`src/rtl/qte_pkg.sv`:
```
// Shared types, fixed-point constants and the arctangent table of the quaternion converter.
package qte_pkg;

  // Internal formats: components in Q1.24, products and sums in Q.48, angles in Q.16.
  localparam int FRAC    = 24;
  localparam int CW      = 54;
  localparam int AGW     = 20;
  localparam int NSTEP   = 16;
  localparam int RAD_W   = 50;
  localparam int ROOT_W  = 25;
  localparam int REM_W   = 27;
  localparam int PROD_W  = 2 * FRAC + 2;

  localparam logic signed [CW-1:0]  ONE_Q48     = CW'(64'sd1 <<< (2 * FRAC));
  localparam logic signed [CW-1:0]  HALF_Q48    = CW'(64'sd1 <<< (2 * FRAC - 1));
  localparam logic signed [AGW-1:0] PI_Q16      = 20'sd205887;
  localparam logic signed [AGW-1:0] HALF_PI_Q16 = 20'sd102944;

  typedef struct packed {
    logic signed [CW-1:0]  x;
    logic signed [CW-1:0]  y;
    logic signed [AGW-1:0] ang;
    logic                  zero;
  } vec_t;

  typedef struct packed {
    logic [RAD_W-1:0]  n;
    logic [REM_W-1:0]  rem;
    logic [ROOT_W-1:0] root;
  } sq_t;

  typedef struct packed {
    sq_t  a;
    sq_t  b;
    vec_t roll;
    vec_t yaw;
    logic clamped;
  } sqp_t;

  typedef struct packed {
    vec_t roll;
    vec_t yaw;
    vec_t pitch;
    logic clamped;
  } cp_t;

  // Rounded atan(2^-i) in Q.16.
  function automatic logic signed [AGW-1:0] atan_q16(input int unsigned i);
    logic signed [AGW-1:0] t;
    case (i)
      0:       t = 20'sd51472;
      1:       t = 20'sd30386;
      2:       t = 20'sd16055;
      3:       t = 20'sd8150;
      4:       t = 20'sd4091;
      5:       t = 20'sd2047;
      6:       t = 20'sd1024;
      7:       t = 20'sd512;
      8:       t = 20'sd256;
      9:       t = 20'sd128;
      10:      t = 20'sd64;
      11:      t = 20'sd32;
      12:      t = 20'sd16;
      13:      t = 20'sd8;
      14:      t = 20'sd4;
      15:      t = 20'sd2;
      default: t = 20'sd0;
    endcase
    return t;
  endfunction

endpackage

```
`src/rtl/qte_cordic_cell.sv`:
```
// One vectoring step of the three arctangent lanes.
module qte_cordic_cell import qte_pkg::*; #(
  parameter int STEP = 0
) (
  input  logic clk,
  input  logic en,
  input  cp_t  d,
  output cp_t  q
);

  localparam logic signed [AGW-1:0] T = atan_q16(STEP);

  function automatic vec_t rot(input vec_t v);
    logic signed [CW-1:0]  xv, yv, dx, dy;
    logic signed [AGW-1:0] av;
    vec_t                  o;
    xv = v.x;
    yv = v.y;
    av = v.ang;
    dx = yv >>> STEP;
    dy = xv >>> STEP;
    if (yv > 0) begin
      o.x   = xv + dx;
      o.y   = yv - dy;
      o.ang = av + T;
    end else begin
      o.x   = xv - dx;
      o.y   = yv + dy;
      o.ang = av - T;
    end
    o.zero = v.zero;
    return o;
  endfunction

  cp_t q_r, q_nxt;

  always_comb begin
    q_nxt.roll    = rot(d.roll);
    q_nxt.yaw     = rot(d.yaw);
    q_nxt.pitch   = rot(d.pitch);
    q_nxt.clamped = d.clamped;
  end

  always_ff @(posedge clk) begin
    if (en) begin
      q_r <= q_nxt;
    end
  end

  assign q = q_r;

endmodule

```
`config.mk`:
```
export PLATFORM = sky130hd
export DESIGN_NAME = qte_cordic_cell
export DESIGN_NICKNAME = d
export VERILOG_FILES = /design/src/rtl/qte_pkg.sv /design/src/rtl/qte_cordic_cell.sv
export SDC_FILE = /design/constraint.sdc
export NUM_CORES = 2
export LEC_CHECK = 0
export BUFFER_PORTS_ARGS = -buffer_cell sky130_fd_sc_hd__buf_2
export CAP_MARGIN = 20
export CORE_AREA = 5 5 302 304
export CTS_BUF_LIST = sky130_fd_sc_hd__clkbuf_8
export DETAILED_ROUTE_END_ITERATION = 8
export DIE_AREA = 0 0 307 309
export PLACE_DENSITY_LB_ADDON = 0.3
export SYNTH_ARGS = -nofsm -noshare
export SYNTH_HDL_FRONTEND = slang
export SYNTH_SLANG_ARGS = --single-unit
```
`constraint.sdc`:
```
create_clock -name clk -period 6.25 [get_ports clk]
set_input_delay 0.9375 -clock clk [delete_from_list [all_inputs] [get_ports clk]]
set_output_delay 0.9375 -clock clk [all_outputs]
set_load 0.005 [all_outputs]
```
==> out/summary.md <==
* 14.4% — growth of design area from synthesis to finish
* 6,237 — post-synth net total
* 8.10 um^2 — Post-Syn Area per Cell
* register — capturing element type of the critical path
* 0 — Remaining Overflow, GRT
* 271 mm — wire length of the first global-routing pass
* input port to register — class of the worst hold path
* 109 — row count
* 110 — number of different library cells in the post-synthesis netlist
* 1.06 — GP Congestion
* 0 — number of remaining DRC errors
* 5,588 — initial detailed-routing violation count
* 0 ps — summed negative setup slack over all endpoints
* 0 — DRT antenna net count
* 0.0842 — routing usage on met3
* 0.371 — combined global-route utilization of all metal layers
* 141 — maximum number of pins on one net before global-route repair
* 3 — clock tree buffer depth
* 0.574 — met2 track demand over resource in global routing
* 220 mW/mm^2 — Power Dens Cells
* 0 — # hold bufs at CTS
* sky130_fd_sc_hd__edfxtp_1 — largest area contributor in the netlist
* input port to register — Setup CP Type
* 375 ps — worst hold slack
* 0.753 — Tcrit/Tclk final
* 0.0949 mm^2 — Die Area
* 4700 ps — clock period minus final worst setup slack
* 6730 ps — required time of the critical path
* 1200 ps — Least-Margin Pin Slew
* 0 — post-cts sizing count
* 8,422 — number of fill cells in the layout
* 0.496 — met1 Usage GRT
* 0.164 — fraction of layout instances using a drive strength above 1
* 385 — max FFs per register
* 385 — number of clock sinks
* 0.269 — portion of synthesized cell area occupied by the leading cell type
* 45,100 — number of vias after detailed routing
* 42,400 — via count of the first global-routing pass
* 188 mm — Detailed Route WL
* 0.203 — relative slew slack
* input port — Critical Path Start Type
* 6.26 — average via count per standard cell
* 153 mm — HPWL after detailed placement
* false — RSZ-0062 raised after global routing
* 0 — total of warnings raised by yosys
* built — clock tree from TritonCTS
* sky130_fd_sc_hd__edfxtp_1 (27%), sky130_fd_sc_hd__ha_1 (15%), sky130_fd_sc_hd__a21oi_1 (8.7%) — leading post-synthesis cells by cell area
* 0.489 — Initial Utilization
* 0 — share of async-settable or async-resettable flops after synthesis
* 0.213 GHz — Highest Clock Rate
* 0 — fin. max-slew vios
* 0.192 mV — maximum VDD drop
* 307 um — Die X-Extent
* 777 — Port Buffer Count
* 385 — flip-flop and latch count after synthesis
* 0 — Max Cap Viol
* 385 — number of enable-type register cells in the synthesized netlist
* 0 — final hold violation count
* sky130_fd_sc_hd__a21oi_1 — leading cell type by number of instances after synthesis
* 0.0880 mm^2 — total core area
* 26.0 um — per-cell routed wire length
* complete, no violations — result of the run
* 5190 ps — data arrival time of the critical path
* 0 — number of setup buffers added after CTS
* sky130_fd_sc_hd__edfxtp_1 — most frequently used flop master after synthesis
* 6 — number of iterations in the first detailed-routing pass
* 21.9 nW — Lkg Pwr
* 0.0430 mm^2 — netlist area before placement
* 0 — total setup violations reported at the end of the flow
* 73 — number of buffers added by the clock tree synthesis step
* 39 — antenna violations before repair
* 7,204 — post-route non-filler standard cell count
* met2 — Most Used Layer, Global Route
* sky130_fd_sc_hd__clkbuf_8 — root buffer cell
* 0.269 — sequential area share after synthesis
* 3 — H-tree depth
* 6,882 — nets@finish
* 0.0108 W — total power of the final layout
* sky130_fd_sc_hd__a21oi_1 (747), sky130_fd_sc_hd__inv_1 (532), sky130_fd_sc_hd__ha_1 (519), sky130_fd_sc_hd__nor2_1 (484), sky130_fd_sc_hd__edfxtp_1 (385) — leading post-synthesis cells by instance count
* 309 um — Die Y-Extent
* 60 ps — register clock-pin slew on the reported worst setup and hold paths
* 5 — largest fanout on the critical path
* 778 — number of top-level design ports
* 5,316 — cell count after synthesis
* 7,051 — Placed Instances
-- stage by stage --
step                worst slack [ps]  instance area [um^2]   util
floorplan                       1340                 43000      -
global placement                 987                 47700  0.542
detailed placement               980                 47700  0.542
CTS                             1800                 49200  0.559
global route                    1460                 49200  0.560
finish                          1550                 49300  0.560
-- kinds of logic (layout without fill, tap and decap cells) --
| group | count (synthesis) | after routing | share of synthesized area |
|---|---|---|---|
| other | 0 | 24 | 0 |
| buffers and inverters | 773 | 1472 | 0.0696 |
| flip-flops | 385 | 385 | 0.269 |
| multiplexers | 60 | 60 | 0.0140 |
| XOR/XNOR | 352 | 352 | 0.0716 |
| AO/OA/AOI/OAI | 1870 | 1870 | 0.272 |
| adder cells (fa/ha/maj) | 531 | 531 | 0.156 |
| AND/OR/NAND/NOR | 1345 | 1345 | 0.147 |
-- path summary, 6_finish.rpt --
| kind | slack, ps | depth (start not counted) | start | to |
|---|---|---|---|---|
| worst max-delay path | 1550 | 14 | d[151] | q[193] |
| worst min-delay path | 380 | 1 | d[131] | q[131] |
-- placed cells by master (no fill, tap or decap), types with 19 or more instances in the layout --
cell	synthesis	layout
sky130_fd_sc_hd__inv_1	532	546
sky130_fd_sc_hd__xor2_1	32	32
sky130_fd_sc_hd__nor2b_1	51	51
sky130_fd_sc_hd__nand3_1	75	75
sky130_fd_sc_hd__o31ai_1	47	47
sky130_fd_sc_hd__a21oi_1	747	747
sky130_fd_sc_hd__nor3_1	98	98
sky130_fd_sc_hd__a21o_1	107	107
sky130_fd_sc_hd__edfxtp_1	385	385
sky130_fd_sc_hd__diode_2	0	24
sky130_fd_sc_hd__a21boi_0	24	24
sky130_fd_sc_hd__ha_1	519	519
sky130_fd_sc_hd__or2_2	20	20
sky130_fd_sc_hd__a211oi_1	59	59
sky130_fd_sc_hd__o21bai_1	155	155
sky130_fd_sc_hd__nand4_1	79	79
sky130_fd_sc_hd__clkbuf_8	0	73
sky130_fd_sc_hd__clkinv_1	7	19
sky130_fd_sc_hd__nand2_1	303	303
sky130_fd_sc_hd__xnor2_1	320	320
sky130_fd_sc_hd__buf_2	42	777
sky130_fd_sc_hd__nor2_1	484	484
sky130_fd_sc_hd__o211ai_1	48	48
sky130_fd_sc_hd__mux2i_1	59	59
sky130_fd_sc_hd__or3_1	28	28
sky130_fd_sc_hd__nor4_1	85	85
sky130_fd_sc_hd__o21ai_0	348	348
sky130_fd_sc_hd__o21a_1	49	49
sky130_fd_sc_hd__buf_4	5	22
sky130_fd_sc_hd__nand2b_1	40	40
sky130_fd_sc_hd__a31oi_1	35	35
-- power by group --
part | internal, W | total, W | switching, W
Sequential | 0.00344 | 0.00363 | 0.000190
Clock | 0.00144 | 0.00269 | 0.00125
Combinational | 0.00160 | 0.00451 | 0.00291
-- per-layer routing --
metal | wire length [um] | vias up
met2 | 81700 | 2791
met1 | 74500 | 21300
met5 | 175 | -
met4 | 10300 | 28
li1 | - | 20400
met3 | 20900 | 503
-- area by class of cell --
cell class	instances	area [um^2]	share of cell area
tap	1165	1460	0.0296
clock inverter	56	512	0.0104
timing repair buffer	802	4110	0.0834
sequential	385	11600	0.235
antenna	24	60.1	0.00122
multi-input combinational	4158	28500	0.579
inverter	541	2030	0.0413
clock buffer	73	1000	0.0204
-- critical path, cell delays in order --
cell and delay (ps):
sky130_fd_sc_hd__buf_2 170, sky130_fd_sc_hd__inv_1 60, sky130_fd_sc_hd__ha_1 240, sky130_fd_sc_hd__fa_1 410
sky130_fd_sc_hd__nor2b_1 160, sky130_fd_sc_hd__o211ai_1 140, sky130_fd_sc_hd__a311oi_1 600, sky130_fd_sc_hd__nor4_1 150
sky130_fd_sc_hd__nor4_1 690, sky130_fd_sc_hd__nor4b_1 250, sky130_fd_sc_hd__o311ai_2 640, sky130_fd_sc_hd__nand3_1 260
sky130_fd_sc_hd__a22oi_1 330, sky130_fd_sc_hd__xnor2_1 150
Power figures use the tool's default switching activity.
