## src/rtl/qte_pkg.sv

```systemverilog
// Shared types, fixed-point constants and the arctangent table of the quaternion converter.
package qte_pkg;

  // Internal formats: components in Q1.24, products and sums in Q.48, angles in Q.16.
  localparam int FRAC    = 24;
  localparam int CW      = 54;
  localparam int AGW     = 20;
  localparam int NSTEP   = 16;
  localparam int RAD_W   = 50;
  localparam int ROOT_W  = 25;
  localparam int REM_W   = 27;
  localparam int PROD_W  = 2 * FRAC + 2;

  localparam logic signed [CW-1:0]  ONE_Q48     = CW'(64'sd1 <<< (2 * FRAC));
  localparam logic signed [CW-1:0]  HALF_Q48    = CW'(64'sd1 <<< (2 * FRAC - 1));
  localparam logic signed [AGW-1:0] PI_Q16      = 20'sd205887;
  localparam logic signed [AGW-1:0] HALF_PI_Q16 = 20'sd102944;

  typedef struct packed {
    logic signed [CW-1:0]  x;
    logic signed [CW-1:0]  y;
    logic signed [AGW-1:0] ang;
    logic                  zero;
  } vec_t;

  typedef struct packed {
    logic [RAD_W-1:0]  n;
    logic [REM_W-1:0]  rem;
    logic [ROOT_W-1:0] root;
  } sq_t;

  typedef struct packed {
    sq_t  a;
    sq_t  b;
    vec_t roll;
    vec_t yaw;
    logic clamped;
  } sqp_t;

  typedef struct packed {
    vec_t roll;
    vec_t yaw;
    vec_t pitch;
    logic clamped;
  } cp_t;

  // Rounded atan(2^-i) in Q.16.
  function automatic logic signed [AGW-1:0] atan_q16(input int unsigned i);
    logic signed [AGW-1:0] t;
    case (i)
      0:       t = 20'sd51472;
      1:       t = 20'sd30386;
      2:       t = 20'sd16055;
      3:       t = 20'sd8150;
      4:       t = 20'sd4091;
      5:       t = 20'sd2047;
      6:       t = 20'sd1024;
      7:       t = 20'sd512;
      8:       t = 20'sd256;
      9:       t = 20'sd128;
      10:      t = 20'sd64;
      11:      t = 20'sd32;
      12:      t = 20'sd16;
      13:      t = 20'sd8;
      14:      t = 20'sd4;
      15:      t = 20'sd2;
      default: t = 20'sd0;
    endcase
    return t;
  endfunction

endpackage

```

## src/rtl/qte_back.sv

```systemverilog
// Back stages: zero-vector and pitch fix-up, then output format conversion with saturation.
module qte_back import qte_pkg::*; #(
  parameter int ANGLE_WIDTH = 16
) (
  input  logic                          clk,
  input  logic                          en,
  input  cp_t                           d,
  output logic signed [ANGLE_WIDTH-1:0] roll,
  output logic signed [ANGLE_WIDTH-2:0] pitch,
  output logic signed [ANGLE_WIDTH-1:0] yaw,
  output logic                          clamped
);

  localparam int OFR = ANGLE_WIDTH - 3;
  localparam int SHR = (OFR <= 16) ? 16 - OFR : 0;
  localparam int SHL = (OFR > 16) ? OFR - 16 : 0;
  localparam int CVW = 40;
  localparam logic signed [CVW-1:0] RND = CVW'((64'sd1 <<< SHR) >>> 1);

  function automatic logic signed [CVW-1:0] conv(input logic signed [AGW-1:0] a);
    logic signed [CVW-1:0] e;
    e = ((CVW'(a) + RND) >>> SHR) <<< SHL;
    return e;
  endfunction

  function automatic logic signed [CVW-1:0] sat(input logic signed [CVW-1:0] v,
                                                input logic signed [CVW-1:0] lim);
    logic signed [CVW-1:0] o;
    if (v > lim) begin
      o = lim;
    end else if (v < -lim) begin
      o = -lim;
    end else begin
      o = v;
    end
    return o;
  endfunction

  localparam logic signed [CVW-1:0] LIM_PI  = conv(PI_Q16);
  localparam logic signed [CVW-1:0] LIM_HPI = conv(HALF_PI_Q16);

  logic signed [AGW-1:0]         ra_r, pa_r, ya_r;
  logic                          cl_r;
  logic signed [AGW-1:0]         ra_nxt, pa_nxt, ya_nxt, pin;
  logic signed [AGW+1:0]         pw;
  logic signed [CVW-1:0]         rc, pc, yc;
  logic signed [ANGLE_WIDTH-1:0] roll_r, yaw_r;
  logic signed [ANGLE_WIDTH-2:0] pitch_r;
  logic                          clamped_r;

  always_comb begin
    ra_nxt = d.roll.zero ? '0 : d.roll.ang;
    ya_nxt = d.yaw.zero ? '0 : d.yaw.ang;
    pin    = d.pitch.zero ? '0 : d.pitch.ang;
    pw     = ((AGW + 2)'(pin) <<< 1) - (AGW + 2)'(HALF_PI_Q16);
    pa_nxt = pw[AGW-1:0];
    rc     = sat(conv(ra_r), LIM_PI);
    yc     = sat(conv(ya_r), LIM_PI);
    pc     = sat(conv(pa_r), LIM_HPI);
  end

  always_ff @(posedge clk) begin
    if (en) begin
      ra_r      <= ra_nxt;
      pa_r      <= pa_nxt;
      ya_r      <= ya_nxt;
      cl_r      <= d.clamped;
      roll_r    <= rc[ANGLE_WIDTH-1:0];
      pitch_r   <= pc[ANGLE_WIDTH-2:0];
      yaw_r     <= yc[ANGLE_WIDTH-1:0];
      clamped_r <= cl_r;
    end
  end

  assign roll    = roll_r;
  assign pitch   = pitch_r;
  assign yaw     = yaw_r;
  assign clamped = clamped_r;

endmodule

```

## config.mk

```make
export PLATFORM = sky130hd
export DESIGN_NAME = qte_back
export DESIGN_NICKNAME = d
export VERILOG_FILES = /design/src/rtl/qte_pkg.sv /design/src/rtl/qte_back.sv
export SDC_FILE = /design/constraint.sdc
export NUM_CORES = 1
export LEC_CHECK = 0
export ABC_AREA = 1
export BUFFER_PORTS_ARGS = -buffer_cell sky130_fd_sc_hd__clkbuf_2
export CAP_MARGIN = 5
export CORE_AREA = 4 4 167 169
export CTS_BUF_LIST = sky130_fd_sc_hd__clkbuf_8
export CTS_CLUSTER_SIZE = 12
export DETAILED_ROUTE_END_ITERATION = 7
export DIE_AREA = 0 0 171 173
export PLACE_DENSITY = 0.49
export SETUP_SLACK_MARGIN = 0.05
export SYNTH_ARGS = -nofsm -noshare
export SYNTH_HDL_FRONTEND = slang
export SYNTH_SLANG_ARGS = --single-unit
export TNS_END_PERCENT = 10
```

## constraint.sdc

```tcl
create_clock -name clk -period 2.3 [get_ports clk]
set_clock_uncertainty 0.15 [all_clocks]
set_input_delay 0.345 -clock clk [delete_from_list [all_inputs] [get_ports clk]]
set_output_delay 0.345 -clock clk [all_outputs]
set_load 0.05 [all_outputs]
```

==> results.sh <==
export IMPL_slowest_stage="edfxtp_1"
export IMPL_synth_cell_types=30
export IMPL_crit_chain="ha_2 > inv_2 > nor2_4 > nand2_4 > o21ai_2 > nand2_2 > or2_1 > nor2_1 > nand3_2 > nand3_4 > nand2_1 > nand2_2 > inv_1"
export IMPL_avgViaCountPerCell=4.09
export IMPL_final_nets=1448
export IMPL_clock_path_buffers=2
export IMPL_met3_length_um=991
export IMPL_fmax_ghz=0.405
export IMPL_die_area_mm2=0.0296
export IMPL_drt_initial_drc_count=232
export IMPL_hold_path_endpoint="ya_r[3]"
export IMPL_synthTopCellsByArea="edfxtp_1 49%, nand2_1 15%, inv_1 8.3%, nor2_1 7.3%, nand3_1 4.8%"
export IMPL_htree_levels=3
export IMPL_peakVddDrop_mv=0.323
export IMPL_crit_path_end_kind="register"
export IMPL_synthXorXnorAreaFrac_pct=3.03
export IMPL_synthTopCellsByCount="259 x nand2_1, 140 x inv_1, 123 x nor2_1"
export IMPL_r2r_start="ya_r[2]"
export IMPL_clock_sinks=103
export IMPL_area_delta_synth_final_pct=37.1
export IMPL_place_gp_congestion=0.821
export IMPL_synth_most_common_cell="nand2_1"
export IMPL_synthAdderAreaFrac_pct=0.788
export IMPL_final_core_util_pct=32.8
export IMPL_tns_ns=-2.11
export IMPL_synth_top_area_share_pct=48.7
export IMPL_final_cells=1400
export IMPL_cp_arrival_ns=2.48
export IMPL_synth_cell_area_mm2=0.00635
export IMPL_drv_cap=0
export IMPL_syn_area_per_cell_um2=7.70
export IMPL_whs_path_depth=3
export IMPL_finalCritPeriodShare_pct=107
export IMPL_cts_buffers=9
export IMPL_rows=60
export IMPL_setup_ws_ns=-0.169
export IMPL_wl_met1_um=8120
export IMPL_rsz0062_at_grt="yes"
export IMPL_worstSetupPathType="register to register"
export IMPL_synth_mux_area_share_pct=0
export IMPL_critPathBufInv=2
export IMPL_finalMaxSlewViolations=0
export IMPL_dieHeight_um=173
export IMPL_r2r_slack_ns=-0.17
export IMPL_startpoint_type="register"
export IMPL_grt_start_max_net_pins=104
export IMPL_postPlaceCellArea_mm2=0.00808
export IMPL_cp_required_ns=2.31
export IMPL_globalRoute_totalOverflow=0
export IMPL_synth_simple_area_share_pct=35.0
export IMPL_io_pins=438
export IMPL_synth_top_family_by_area="simple AND/OR/NAND/NOR gates"
export IMPL_routedWlPerCell_um=12.2
export IMPL_clkSlewWorstSetupHoldPaths_ns=0.12
export IMPL_start_util_pct=23.9
export IMPL_crit_fanout=7
export IMPL_grt_pass1_wl_um=28700
export IMPL_worst_pin_slew_ns=0.582
export IMPL_final_cell_area_mm2=0.00871
export IMPL_max_slew_margin_pct=61.2
export IMPL_hold_viol_final=0
export IMPL_syn_instance_count=825
export IMPL_antenna_found_initial=0
export IMPL_drive_gt1_share_pct=32.0
export IMPL_synth_nets=1219
export IMPL_synth_warnings=0
export IMPL_cts_tree="yes"
export IMPL_track_usage_pct=12.0
export IMPL_ys_flop_type="edfxtp_1"
export IMPL_cp_top_family="simple AND/OR/NAND/NOR gates"
export IMPL_power_leakage_uw=0.00418
export IMPL_ant_nets=0
export IMPL_status="finished, violations left"
export IMPL_first_pass_iters=4
export IMPL_setup_violations_final=29
export IMPL_pwr_density_cell_mw_per_mm2=586
export IMPL_violations="setup timing"
export IMPL_postSynth_asyncResetShare_pct=0
export IMPL_dr_wl_met2_um=7600
export IMPL_via_count=5727
export IMPL_drc_errors=0
export IMPL_grt_pass1_vias=5879
export IMPL_reg2reg_depth=13
export IMPL_hpwl_um=13000
export IMPL_io_buffers=107
export IMPL_n_antenna_cell=0
export IMPL_synth_edf_count=103
export IMPL_synth_top_cell_by_area="edfxtp_1"
export IMPL_hold_class="input pin to register"
export IMPL_clk_insertion_delay_late_ns=0.39
export IMPL_reg2reg_to="yaw[8]"
export IMPL_die_w_um=171
export IMPL_synth_compound_area_share_pct=3.09
export IMPL_routed_wirelength_um=17000
export IMPL_min_period_ns=2.47
export IMPL_top_layer="met4"
export IMPL_worstHoldStart="d[134]"
export IMPL_p_total_uw=5110
export IMPL_dpl_cell_count=1370
export IMPL_cpMostUsedCell="nand2_2"
export IMPL_ys_seq_area_share_pct=48.7
export IMPL_coreArea_mm2=0.0266
export IMPL_cts_root_buf="clkbuf_8"
export IMPL_synth_seq_cells=103
export IMPL_cpPeakStageDelay_ns=0.41
==> sequential cells by signal, indices dropped and copies added, names as in the netlist <==
name,flops
cl_r,1
clamped,1
pa_r,18
pitch,15
ra_r,18
roll,16
ya_r,18
yaw,16
==> layout make-up <==
cell class                 instances  area [um^2]
clock buffer                       9          124
fill                            2890        17900
sequential                       103         3090
clock inverter                     7         88.8
multi-input combinational        573         2970
tap                              341          427
timing repair buffer             226         1470
inverter                         141          529
==> cell usage in the layout (no fill, tap or decap), drive strengths merged, types with 5 or more instances in the layout <==
cell    instances
clkbuf        115
inv           145
buf           119
nand4          21
nand2         270
xor2           13
nand3          66
nor2          143
nor3            5
o21ai          16
edfxtp        103
a21oi          12
xnor2           9
==> power by group <==
part	total (uW)	internal, uW	switching (uW)
combinational	1460	532	931
sequential	2410	2280	120
clock	1240	528	709
total	5110	3340	1760
==> through the flow <==
| step | hold WS (ns) | setup slack, ns |
|---|---|---|
| 2_1_floorplan | 0.250 | 0.0910 |
| 3_3_place_gp | 0.252 | -0.268 |
| 3_5_place_dp | 0.264 | -0.268 |
| 4_1_cts | 0.0539 | -0.101 |
| 5_1_grt | 0.0578 | -0.300 |
| 6_report | 0.0758 | -0.169 |
==> cell families (layout without fill, tap and decap cells) <==
kind of cell               count (synthesis)  after routing
AOI/OAI and AO/OA                         34             34
xor gates and xnor gates                  22             22
adders and majority gates                  4              4
buffers and inverters                    151            383
DFF                                      103            103
and+or+nand+nor                          511            513
==> worst min-delay path, delay by kind of cell <==
kind	cells	cell delay [ns]
buffers and inverters	2	0.10
and+or+nand+nor	1	0.07
==> worst max-delay path by stage <==
stage | start | to | slack [ns] | cells after the start
floorplan | pa_r[2] | pitch[10] | 0.09 | 17
global placement | ya_r[2] | yaw[0] | -0.27 | 10
detailed placement | ra_r[3] | roll[6] | -0.27 | 15
CTS | ya_r[2] | yaw[11] | -0.10 | 13
global route | ya_r[2] | yaw[8] | -0.30 | 14
finish | ya_r[2] | yaw[8] | -0.17 | 13
==> routing by layer <==
metal  vias to the layer above  track usage [%]
met5                         -                0
met4                         0             4.03
met3                        24             2.72
met2                       107             19.3
met1                      2525             15.9
li1                       3071                -
==> what timing repair did <==
item | CTS | global route
setup endpoints to repair | 44 | 44
resized for setup | 56 | 29
pin swaps | 35 | 18
buffers inserted | 9 | 2
gates cloned | 2 | 0
endpoints found under the hold margin | 1 | 0
hold buffers | 1 | 0
(Power assumes the default switching activity.)
