<file path="src/rtl/qte_pkg.sv">
// Shared types, fixed-point constants and the arctangent table of the quaternion converter.
package qte_pkg;

  // Internal formats: components in Q1.24, products and sums in Q.48, angles in Q.16.
  localparam int FRAC    = 24;
  localparam int CW      = 54;
  localparam int AGW     = 20;
  localparam int NSTEP   = 16;
  localparam int RAD_W   = 50;
  localparam int ROOT_W  = 25;
  localparam int REM_W   = 27;
  localparam int PROD_W  = 2 * FRAC + 2;

  localparam logic signed [CW-1:0]  ONE_Q48     = CW'(64'sd1 <<< (2 * FRAC));
  localparam logic signed [CW-1:0]  HALF_Q48    = CW'(64'sd1 <<< (2 * FRAC - 1));
  localparam logic signed [AGW-1:0] PI_Q16      = 20'sd205887;
  localparam logic signed [AGW-1:0] HALF_PI_Q16 = 20'sd102944;

  typedef struct packed {
    logic signed [CW-1:0]  x;
    logic signed [CW-1:0]  y;
    logic signed [AGW-1:0] ang;
    logic                  zero;
  } vec_t;

  typedef struct packed {
    logic [RAD_W-1:0]  n;
    logic [REM_W-1:0]  rem;
    logic [ROOT_W-1:0] root;
  } sq_t;

  typedef struct packed {
    sq_t  a;
    sq_t  b;
    vec_t roll;
    vec_t yaw;
    logic clamped;
  } sqp_t;

  typedef struct packed {
    vec_t roll;
    vec_t yaw;
    vec_t pitch;
    logic clamped;
  } cp_t;

  // Rounded atan(2^-i) in Q.16.
  function automatic logic signed [AGW-1:0] atan_q16(input int unsigned i);
    logic signed [AGW-1:0] t;
    case (i)
      0:       t = 20'sd51472;
      1:       t = 20'sd30386;
      2:       t = 20'sd16055;
      3:       t = 20'sd8150;
      4:       t = 20'sd4091;
      5:       t = 20'sd2047;
      6:       t = 20'sd1024;
      7:       t = 20'sd512;
      8:       t = 20'sd256;
      9:       t = 20'sd128;
      10:      t = 20'sd64;
      11:      t = 20'sd32;
      12:      t = 20'sd16;
      13:      t = 20'sd8;
      14:      t = 20'sd4;
      15:      t = 20'sd2;
      default: t = 20'sd0;
    endcase
    return t;
  endfunction

endpackage

</file>
<file path="src/rtl/qte_sqrt_cell.sv">
// One digit cell of the two pitch square roots; carries the roll and yaw vectors along.
module qte_sqrt_cell import qte_pkg::*; (
  input  logic clk,
  input  logic en,
  input  sqp_t d,
  output sqp_t q
);

  function automatic sq_t step(input sq_t s);
    logic [REM_W+1:0] r2;
    logic [REM_W+1:0] tr;
    sq_t              o;
    r2 = {s.rem, s.n[RAD_W-1:RAD_W-2]};
    tr = {2'b00, s.root, 2'b01};
    if (r2 >= tr) begin
      o.rem  = REM_W'(r2 - tr);
      o.root = {s.root[ROOT_W-2:0], 1'b1};
    end else begin
      o.rem  = REM_W'(r2);
      o.root = {s.root[ROOT_W-2:0], 1'b0};
    end
    o.n = s.n << 2;
    return o;
  endfunction

  sqp_t q_r, q_nxt;

  always_comb begin
    q_nxt   = d;
    q_nxt.a = step(d.a);
    q_nxt.b = step(d.b);
  end

  always_ff @(posedge clk) begin
    if (en) begin
      q_r <= q_nxt;
    end
  end

  assign q = q_r;

endmodule

</file>
<file path="config.mk">
export PLATFORM = sky130hd
export DESIGN_NAME = qte_sqrt_cell
export DESIGN_NICKNAME = d
export VERILOG_FILES = /design/src/rtl/qte_pkg.sv /design/src/rtl/qte_sqrt_cell.sv
export SDC_FILE = /design/constraint.sdc
export NUM_CORES = 1
export LEC_CHECK = 0
export BUFFER_PORTS_ARGS = -buffer_cell sky130_fd_sc_hd__buf_2
export CORE_AREA = 5 5 357 359
export CTS_BUF_LIST = sky130_fd_sc_hd__clkbuf_4 sky130_fd_sc_hd__clkbuf_8
export DETAILED_ROUTE_END_ITERATION = 12
export DIE_AREA = 0 0 362 364
export PLACE_DENSITY = 0.4
export SETUP_SLACK_MARGIN = 0.5
export SLEW_MARGIN = 20
export SYNTH_ARGS = -nofsm -noshare
export SYNTH_HDL_FRONTEND = slang
export SYNTH_SLANG_ARGS = --single-unit
</file>
<file path="constraint.sdc">
create_clock -name clk -period 3.3 [get_ports clk]
set_input_delay 0.165 -clock clk [delete_from_list [all_inputs] [get_ports clk]]
set_output_delay 0.165 -clock clk [all_outputs]
set_load 0.005 [all_outputs]
</file>
==> run summary, run 1 <==
Total Routed Length: 84,440 um
Via Count: 14,760
Most frequent CP cell: a21o_1
Critical path class: primary input to flip-flop
Vias in the first global route: 15,920
RSZ-0062 raised after global routing: yes
Post-layout minimum cycle time: 2806 ps
CP Max Fanout: 6
DPL Wire Length: 66,580 um
H-tree depth: 3
CTS Sinks: 459
Port buffer count: 923
NetSw: 4.210 mW
Slowest cell on the critical path: dlygate4sd3_1
DP Area: 24,290 um2
Io pins: 928
Period utilization: 0.8503
Power Dens Cells: 500.3 nW/um2
Total Neg Setup Slack: 0 ps
Max clock buf depth: 3
Critical path endpoint category: flip-flop
Seq. cell area: 13,780 um2
Area occupied by multi-input gates: 3253 um2
Sw Ratio: 0.2674
# setup viols final: 0
Std cell rows: 129
Synthesized instance count: 980
Synth unique cells: 56
Clock slew at reported path FFs: 60 ps
TritonCTS Buffers: 88
FFs w/ async S/R, synth: 0
Place WS: 37.86 ps
Total track usage: 0.1206
HP Class: primary input to flip-flop
Largest register FFs: 459
RD Place Congestion: 0.7665
Logic pwr share: 0.165
Core Area: 123,500 um2
Area growth from synthesis to layout: 81.47%
Maximum vdd drop: 287.4 uV
Post-DR vias/cell: 3.472
P_leak: 13.30 nW
Initial drt markers: 802
Max Fclk: 356.4 MHz
Worst Tran Pin Value: 624.6 ps
Register bit total from synthesis: 459
First-pass GRT wire length: 114,400 um
Commonest non-fill, non-tap cells in the layout: buf_2, dlygate4sd3_1, edfxtp_1
Max-slew headroom: 0.5797
Pin count of the biggest net entering global routing: 91
Initial Utilization: 0.1405
Synth Warn #: 0
Final worst slack: 493.9 ps
Total grt overflow: 0
Post-synth EDFFs: 459
Mapped Area: 17,340 um2
Startpoint Class: primary input
Nets: 3,053
Average routed wire per standard cell: 19.86 um
First-pass DRT Iterations: 5
Outcome: complete, no violations
Number of max-cap violations: 0
Worst path arrival time: 3280 ps
Filler cells: 13,010
Max incr delay on CP: 530 ps
Flop pwr share: 0.456
CTS root buf: clkbuf_8
Worst path required time: 3770 ps
Placed cells: 3,553
CP delay by family, top: compound AO/OA/AOI/OAI gates
Crit path buffers/inverters: 5
Sequential area share after synthesis: 0.7947
Clock share of power: 0.379
Internal: 11.53 mW
Worst-path cell chain: dlygate4sd3_1, buf_2, inv_2, ha_4, a21o_1, a21o_1, a21o_1, a221o_1, a2111o_1, a31oi_4, buf_12, buf_12, mux2_2
Post-route cell area: 31,470 um2
Max Slew Vio Count: 0
Antenna viol nets, final: 0
Total die area: 131,800 um2
Initial antenna violation count: 14
Hold Fails Final Rpt: 0
Die height: 364 um
Finished Layout Cells: 4,252
Syn avg cell area: 17.70 um2
CTS tree: yes
Main synth FF type: edfxtp_1
Layout cells sized above 1: 0.4388
Commonest non-fill, non-tap cell in the layout: buf_2
Die width: 362 um
Post-layout util: 0.2549
DRC Markers: 0
## layer usage
metal / part of all wire / wire [um] / track usage / vias to the layer above
met2: 0.48 / 40910 / 0.2036 / 632
met5: 0.00060 / 51 / 0 / -
li1: - / - / - / 6900
met1: 0.39 / 32930 / 0.1393 / 7094
met4: 0.031 / 2639 / 0.04590 / 10
met3: 0.094 / 7914 / 0.04567 / 127
## metrics by stage
step                      hold WS, ps  total power, mW
after floorplan                 263.9            7.963
after global placement          341.9            9.397
after detailed placement        343.1            9.382
after CTS                      -377.7            16.11
after global routing            17.89            16.58
final                           114.5            15.74
## cells in the mapped netlist, types with 6 or more instances
master | count | share of area
a211oi_1 | 6 | 0.0026
a21o_1 | 32 | 0.014
a21oi_1 | 62 | 0.018
a31oi_1 | 6 | 0.0022
and3_1 | 6 | 0.0022
clkbuf_1 | 10 | 0.0022
edfxtp_1 | 459 | 0.79
ha_1 | 54 | 0.039
inv_1 | 70 | 0.015
mux2_2 | 30 | 0.019
nand2_1 | 27 | 0.0058
nand2b_1 | 7 | 0.0025
nand3_1 | 10 | 0.0029
nand4_1 | 12 | 0.0043
nor2_1 | 39 | 0.0084
o21a_1 | 7 | 0.0030
o21ai_0 | 19 | 0.0055
o21bai_1 | 9 | 0.0039
xnor2_1 | 28 | 0.014
xor2_1 | 20 | 0.010
## cells by family (layout without fill, tap and decap cells)
kind of cell             after synthesis  count (layout)  synth area share
XOR/XNOR                              48              48           0.02424
flip-flops                           459             459            0.7947
buffers and inverters                 90            1714           0.02150
adder cells (fa/ha/maj)               54              54           0.03896
multiplexers                          32              32           0.02063
other                                  1              12         0.0002162
AND/OR/NAND/NOR                      120             120           0.03297
AO/OA/AOI/OAI                        176             176           0.06673
## path summary, 6_finish.rpt
path / to / slack [ps] / cells after the start / from
worst max-delay path: q[289] / 490 / 13 / d[279]
worst min-delay path: q[286] / 110 / 4 / d[284]
## worst min-delay path: cells and delay by family
kind,cells,cell delay [ps]
adders and majority gates,1,200
muxes,1,140
xor gates and xnor gates,1,140
buffers and inverters,1,90
## layout make-up
type,count,share of cell area
Sequential cell,459,0.4380
Timing Repair Buffer,1481,0.3266
Multi-Input combinational cell,434,0.1034
Tap cell,1637,0.06508
Clock buffer,109,0.04349
Clock inverter,54,0.01455
Inverter,70,0.008349
Antenna cell,8,0.0006361
## power by group through the flow
stage          clock, mW  combinational [mW]  sequential [mW]
6_report            5.96                2.60             7.18
5_1_grt             6.53                2.82             7.23
4_1_cts             6.28                2.64             7.19
3_5_place_dp           0                2.09             7.29
3_3_place_gp           0                2.10             7.29
2_1_floorplan          0               0.610             7.35
## timing repair
action | CTS | global route
hold buffers | 521 | 2
buffers inserted | 0 | 5
gates resized for setup | 0 | 15
hold endpoints to repair | 543 | 2
endpoints found under the setup margin | 0 | 33
Note: power is estimated with default switching activity, not from simulation.
==> inputs of run 2 (changes only) <==
--- a/config.mk
+++ b/config.mk
@@ -5,14 +5,15 @@
 export SDC_FILE = /design/constraint.sdc
 export NUM_CORES = 1
 export LEC_CHECK = 0
+export ABC_AREA = 1
 export BUFFER_PORTS_ARGS = -buffer_cell sky130_fd_sc_hd__buf_2
 export CORE_AREA = 5 5 357 359
 export CTS_BUF_LIST = sky130_fd_sc_hd__clkbuf_4 sky130_fd_sc_hd__clkbuf_8
 export DETAILED_ROUTE_END_ITERATION = 12
 export DIE_AREA = 0 0 362 364
-export PLACE_DENSITY = 0.4
+export PLACE_DENSITY = 0.41
 export SETUP_SLACK_MARGIN = 0.5
-export SLEW_MARGIN = 20
+export SLEW_MARGIN = 0
 export SYNTH_ARGS = -nofsm -noshare
 export SYNTH_HDL_FRONTEND = slang
 export SYNTH_SLANG_ARGS = --single-unit
==> run 2 against run 1 <==
Against the previous run:
- clock-buffer cell count grew 4
- largest cell class unchanged
- highest routed layer unchanged
- synthesized cell count grew 55%
- flip-flop and latch count is the same
==> run summary, run 2 <==
Most frequent CP cell: nand2_1
P_leak: 15.21 nW
RSZ-0062 raised after global routing: yes
Total track usage: 0.1554
Dominant cell type by area after synthesis: edfxtp_1
Startpoint Class: primary input
Via Count: 17,820
Initial antenna violation count: 36
Setup Fix Bufs, Post-CTS: 0
Max Slew Vio Count: 0
Antenna viol nets, final: 0
Total grt overflow: 0
DRC Markers: 0
Max-slew headroom: 0.5506
CTS root buf: clkbuf_8
Commonest non-fill, non-tap cells in the layout: buf_2, dlygate4sd3_1, edfxtp_1
Area growth from synthesis to layout: 76.82%
Average routed wire per standard cell: 22.08 um
Synth unique cells: 32
# setup viols final: 0
Critical path endpoint category: flip-flop
Max clock buf depth: 3
Vias in the first global route: 18,770
Synth Warn #: 0
Worst path required time: 3800 ps
TritonCTS Buffers: 90
RD Place Congestion: 0.8517
Die height: 364 um
CP Launch Point: d[269]
Clock slew at reported path FFs: 60 ps
Top cells by count, synth: edfxtp_1, nand2_1, inv_1
Main synth FF type: edfxtp_1
Power Dens Cells: 480.4 nW/um2
CP Max Fanout: 26
Commonest non-fill, non-tap cell in the layout: buf_2
Post-DR vias/cell: 3.660
FFs w/ async S/R, synth: 0
Initial Utilization: 0.1549
Number of max-cap violations: 0
Std cell rows: 129
First-pass GRT wire length: 143,200 um
CTS tree: yes
Die width: 362 um
Worst path arrival time: 3250 ps
WHS: 126.4 ps
Worst Hold Launch: d[3]
Initial drt markers: 1,081
Post-synth EDFFs: 459
Outcome: complete, no violations
Worst-path cell chain: dlygate4sd3_1, buf_2, inv_1, ha_1, nand2_1, nor2_1, nand2_1, nor2_1, nand2_1, nand3_2, nand2_4, nand3_2, nand2_1, dlygate4sd3_1
Synth top area cells: edfxtp_1, nand2_1, inv_1, ha_1, nand3_2
Core Area: 123,500 um2
CTS Sinks: 459
Nets: 3,660
Io pins: 928
Max Fclk: 362.6 MHz
Slowest cell on the critical path: dlygate4sd3_1
Mapped Area: 19,130 um2
Critical path class: primary input to flip-flop
Largest register FFs: 459
Post-layout minimum cycle time: 2758 ps
Total Routed Length: 107,500 um
Register bit total from synthesis: 459
Syn avg cell area: 12.61 um2
DPL Wire Length: 85,260 um
Synthesized instance count: 1,517
Share of the synthesized area in the top cell type: 0.7205
H-tree depth: 3
First-pass DRT Iterations: 5
Total Neg Setup Slack: 0 ps
Most common cell in the synthesized netlist: edfxtp_1
HP Class: primary input to flip-flop
Layout cells sized above 1: 0.3623
WHS Path Cells: 2
Period utilization: 0.8357
Total die area: 131,800 um2
Worst Tran Pin Value: 674.1 ps
Pin count of the biggest net entering global routing: 76
Maximum vdd drop: 281.3 uV
Sequential area share after synthesis: 0.7205
Hold Fails Final Rpt: 0
Max incr delay on CP: 630 ps
Port buffer count: 923
-- run 2: cell types whose count changed after synthesis, sizes merged, moves of 33 or more --
cell and change:
nand3 +118, nor2 +33, nand2 +409, inv +173, a21oi -33, a21o -33
-- run 2: final timing paths --
check	endpoint	slack [ps]
worst max-delay path	q[287]	540
worst min-delay path	q[3]	130
-- run 2: cell families (layout without fill, tap and decap cells) --
logic type | after synthesis | in the layout | synth area share
and+or+nand+nor | 669 | 669 | 0.1605
xor gates and xnor gates | 28 | 28 | 0.01282
buffers and inverters | 266 | 1956 | 0.05952
DFF | 459 | 459 | 0.7205
adders and majority gates | 54 | 54 | 0.03532
other | 1 | 25 | 0.0001960
AOI/OAI and AO/OA | 40 | 40 | 0.01112
-- run 2: routing by layer --
metal / part of all wire / vias to the layer above / GRT usage
met5: 0.0019 / - / 0.006774
met4: 0.053 / 14 / 0.08081
met3: 0.088 / 178 / 0.05674
met2: 0.47 / 772 / 0.2592
met1: 0.38 / 8463 / 0.1742
li1: - / 8388 / -
-- run 2: where the power goes --
part / switching [mW] / internal, mW / leakage (nW)
registers: 0.167 / 7.02 / 4.49
logic: 1.60 / 1.32 / 9.74
clock network: 2.87 / 3.27 / 0.972
-- run 2: cell type report --
type | count | area (um2)
repair buffers | 1549 | 10930
inverters | 246 | 923.4
clock buffers | 113 | 1418
flip-flops and latches | 459 | 13780
multi-input cells | 795 | 4235
clock inverters | 48 | 432.9
fillers | 13090 | 89650
diodes | 21 | 52.55
well taps | 1637 | 2048
-- run 2: repair_timing --
item	in CTS	in global routing
resized for setup	0	3
hold buffers	609	0
setup endpoints to repair	0	2
hold endpoints to repair	504	0
-- run 2: stage by stage --
step | area (um2) | util | power (mW) | cells | setup slack (ps)
after floorplan | 19140 | - | 8.052 | 1520 | 1549
final | 33820 | 0.2739 | 16.25 | 4868 | 542.0
after detailed placement | 25810 | 0.2090 | 9.607 | 4077 | 565.4
after CTS | 33750 | 0.2734 | 16.62 | 4847 | 602.7
after global routing | 33800 | 0.2738 | 17.11 | 4859 | 487.4
after global placement | 25810 | 0.2090 | 9.625 | 4077 | 560.1
-- run 2: worst max-delay path: cells and delay by family --
family	cells	cell delay, ps
buffers and inverters	4	1380
adder cells (fa/ha/maj)	1	380
AND/OR/NAND/NOR	9	1290
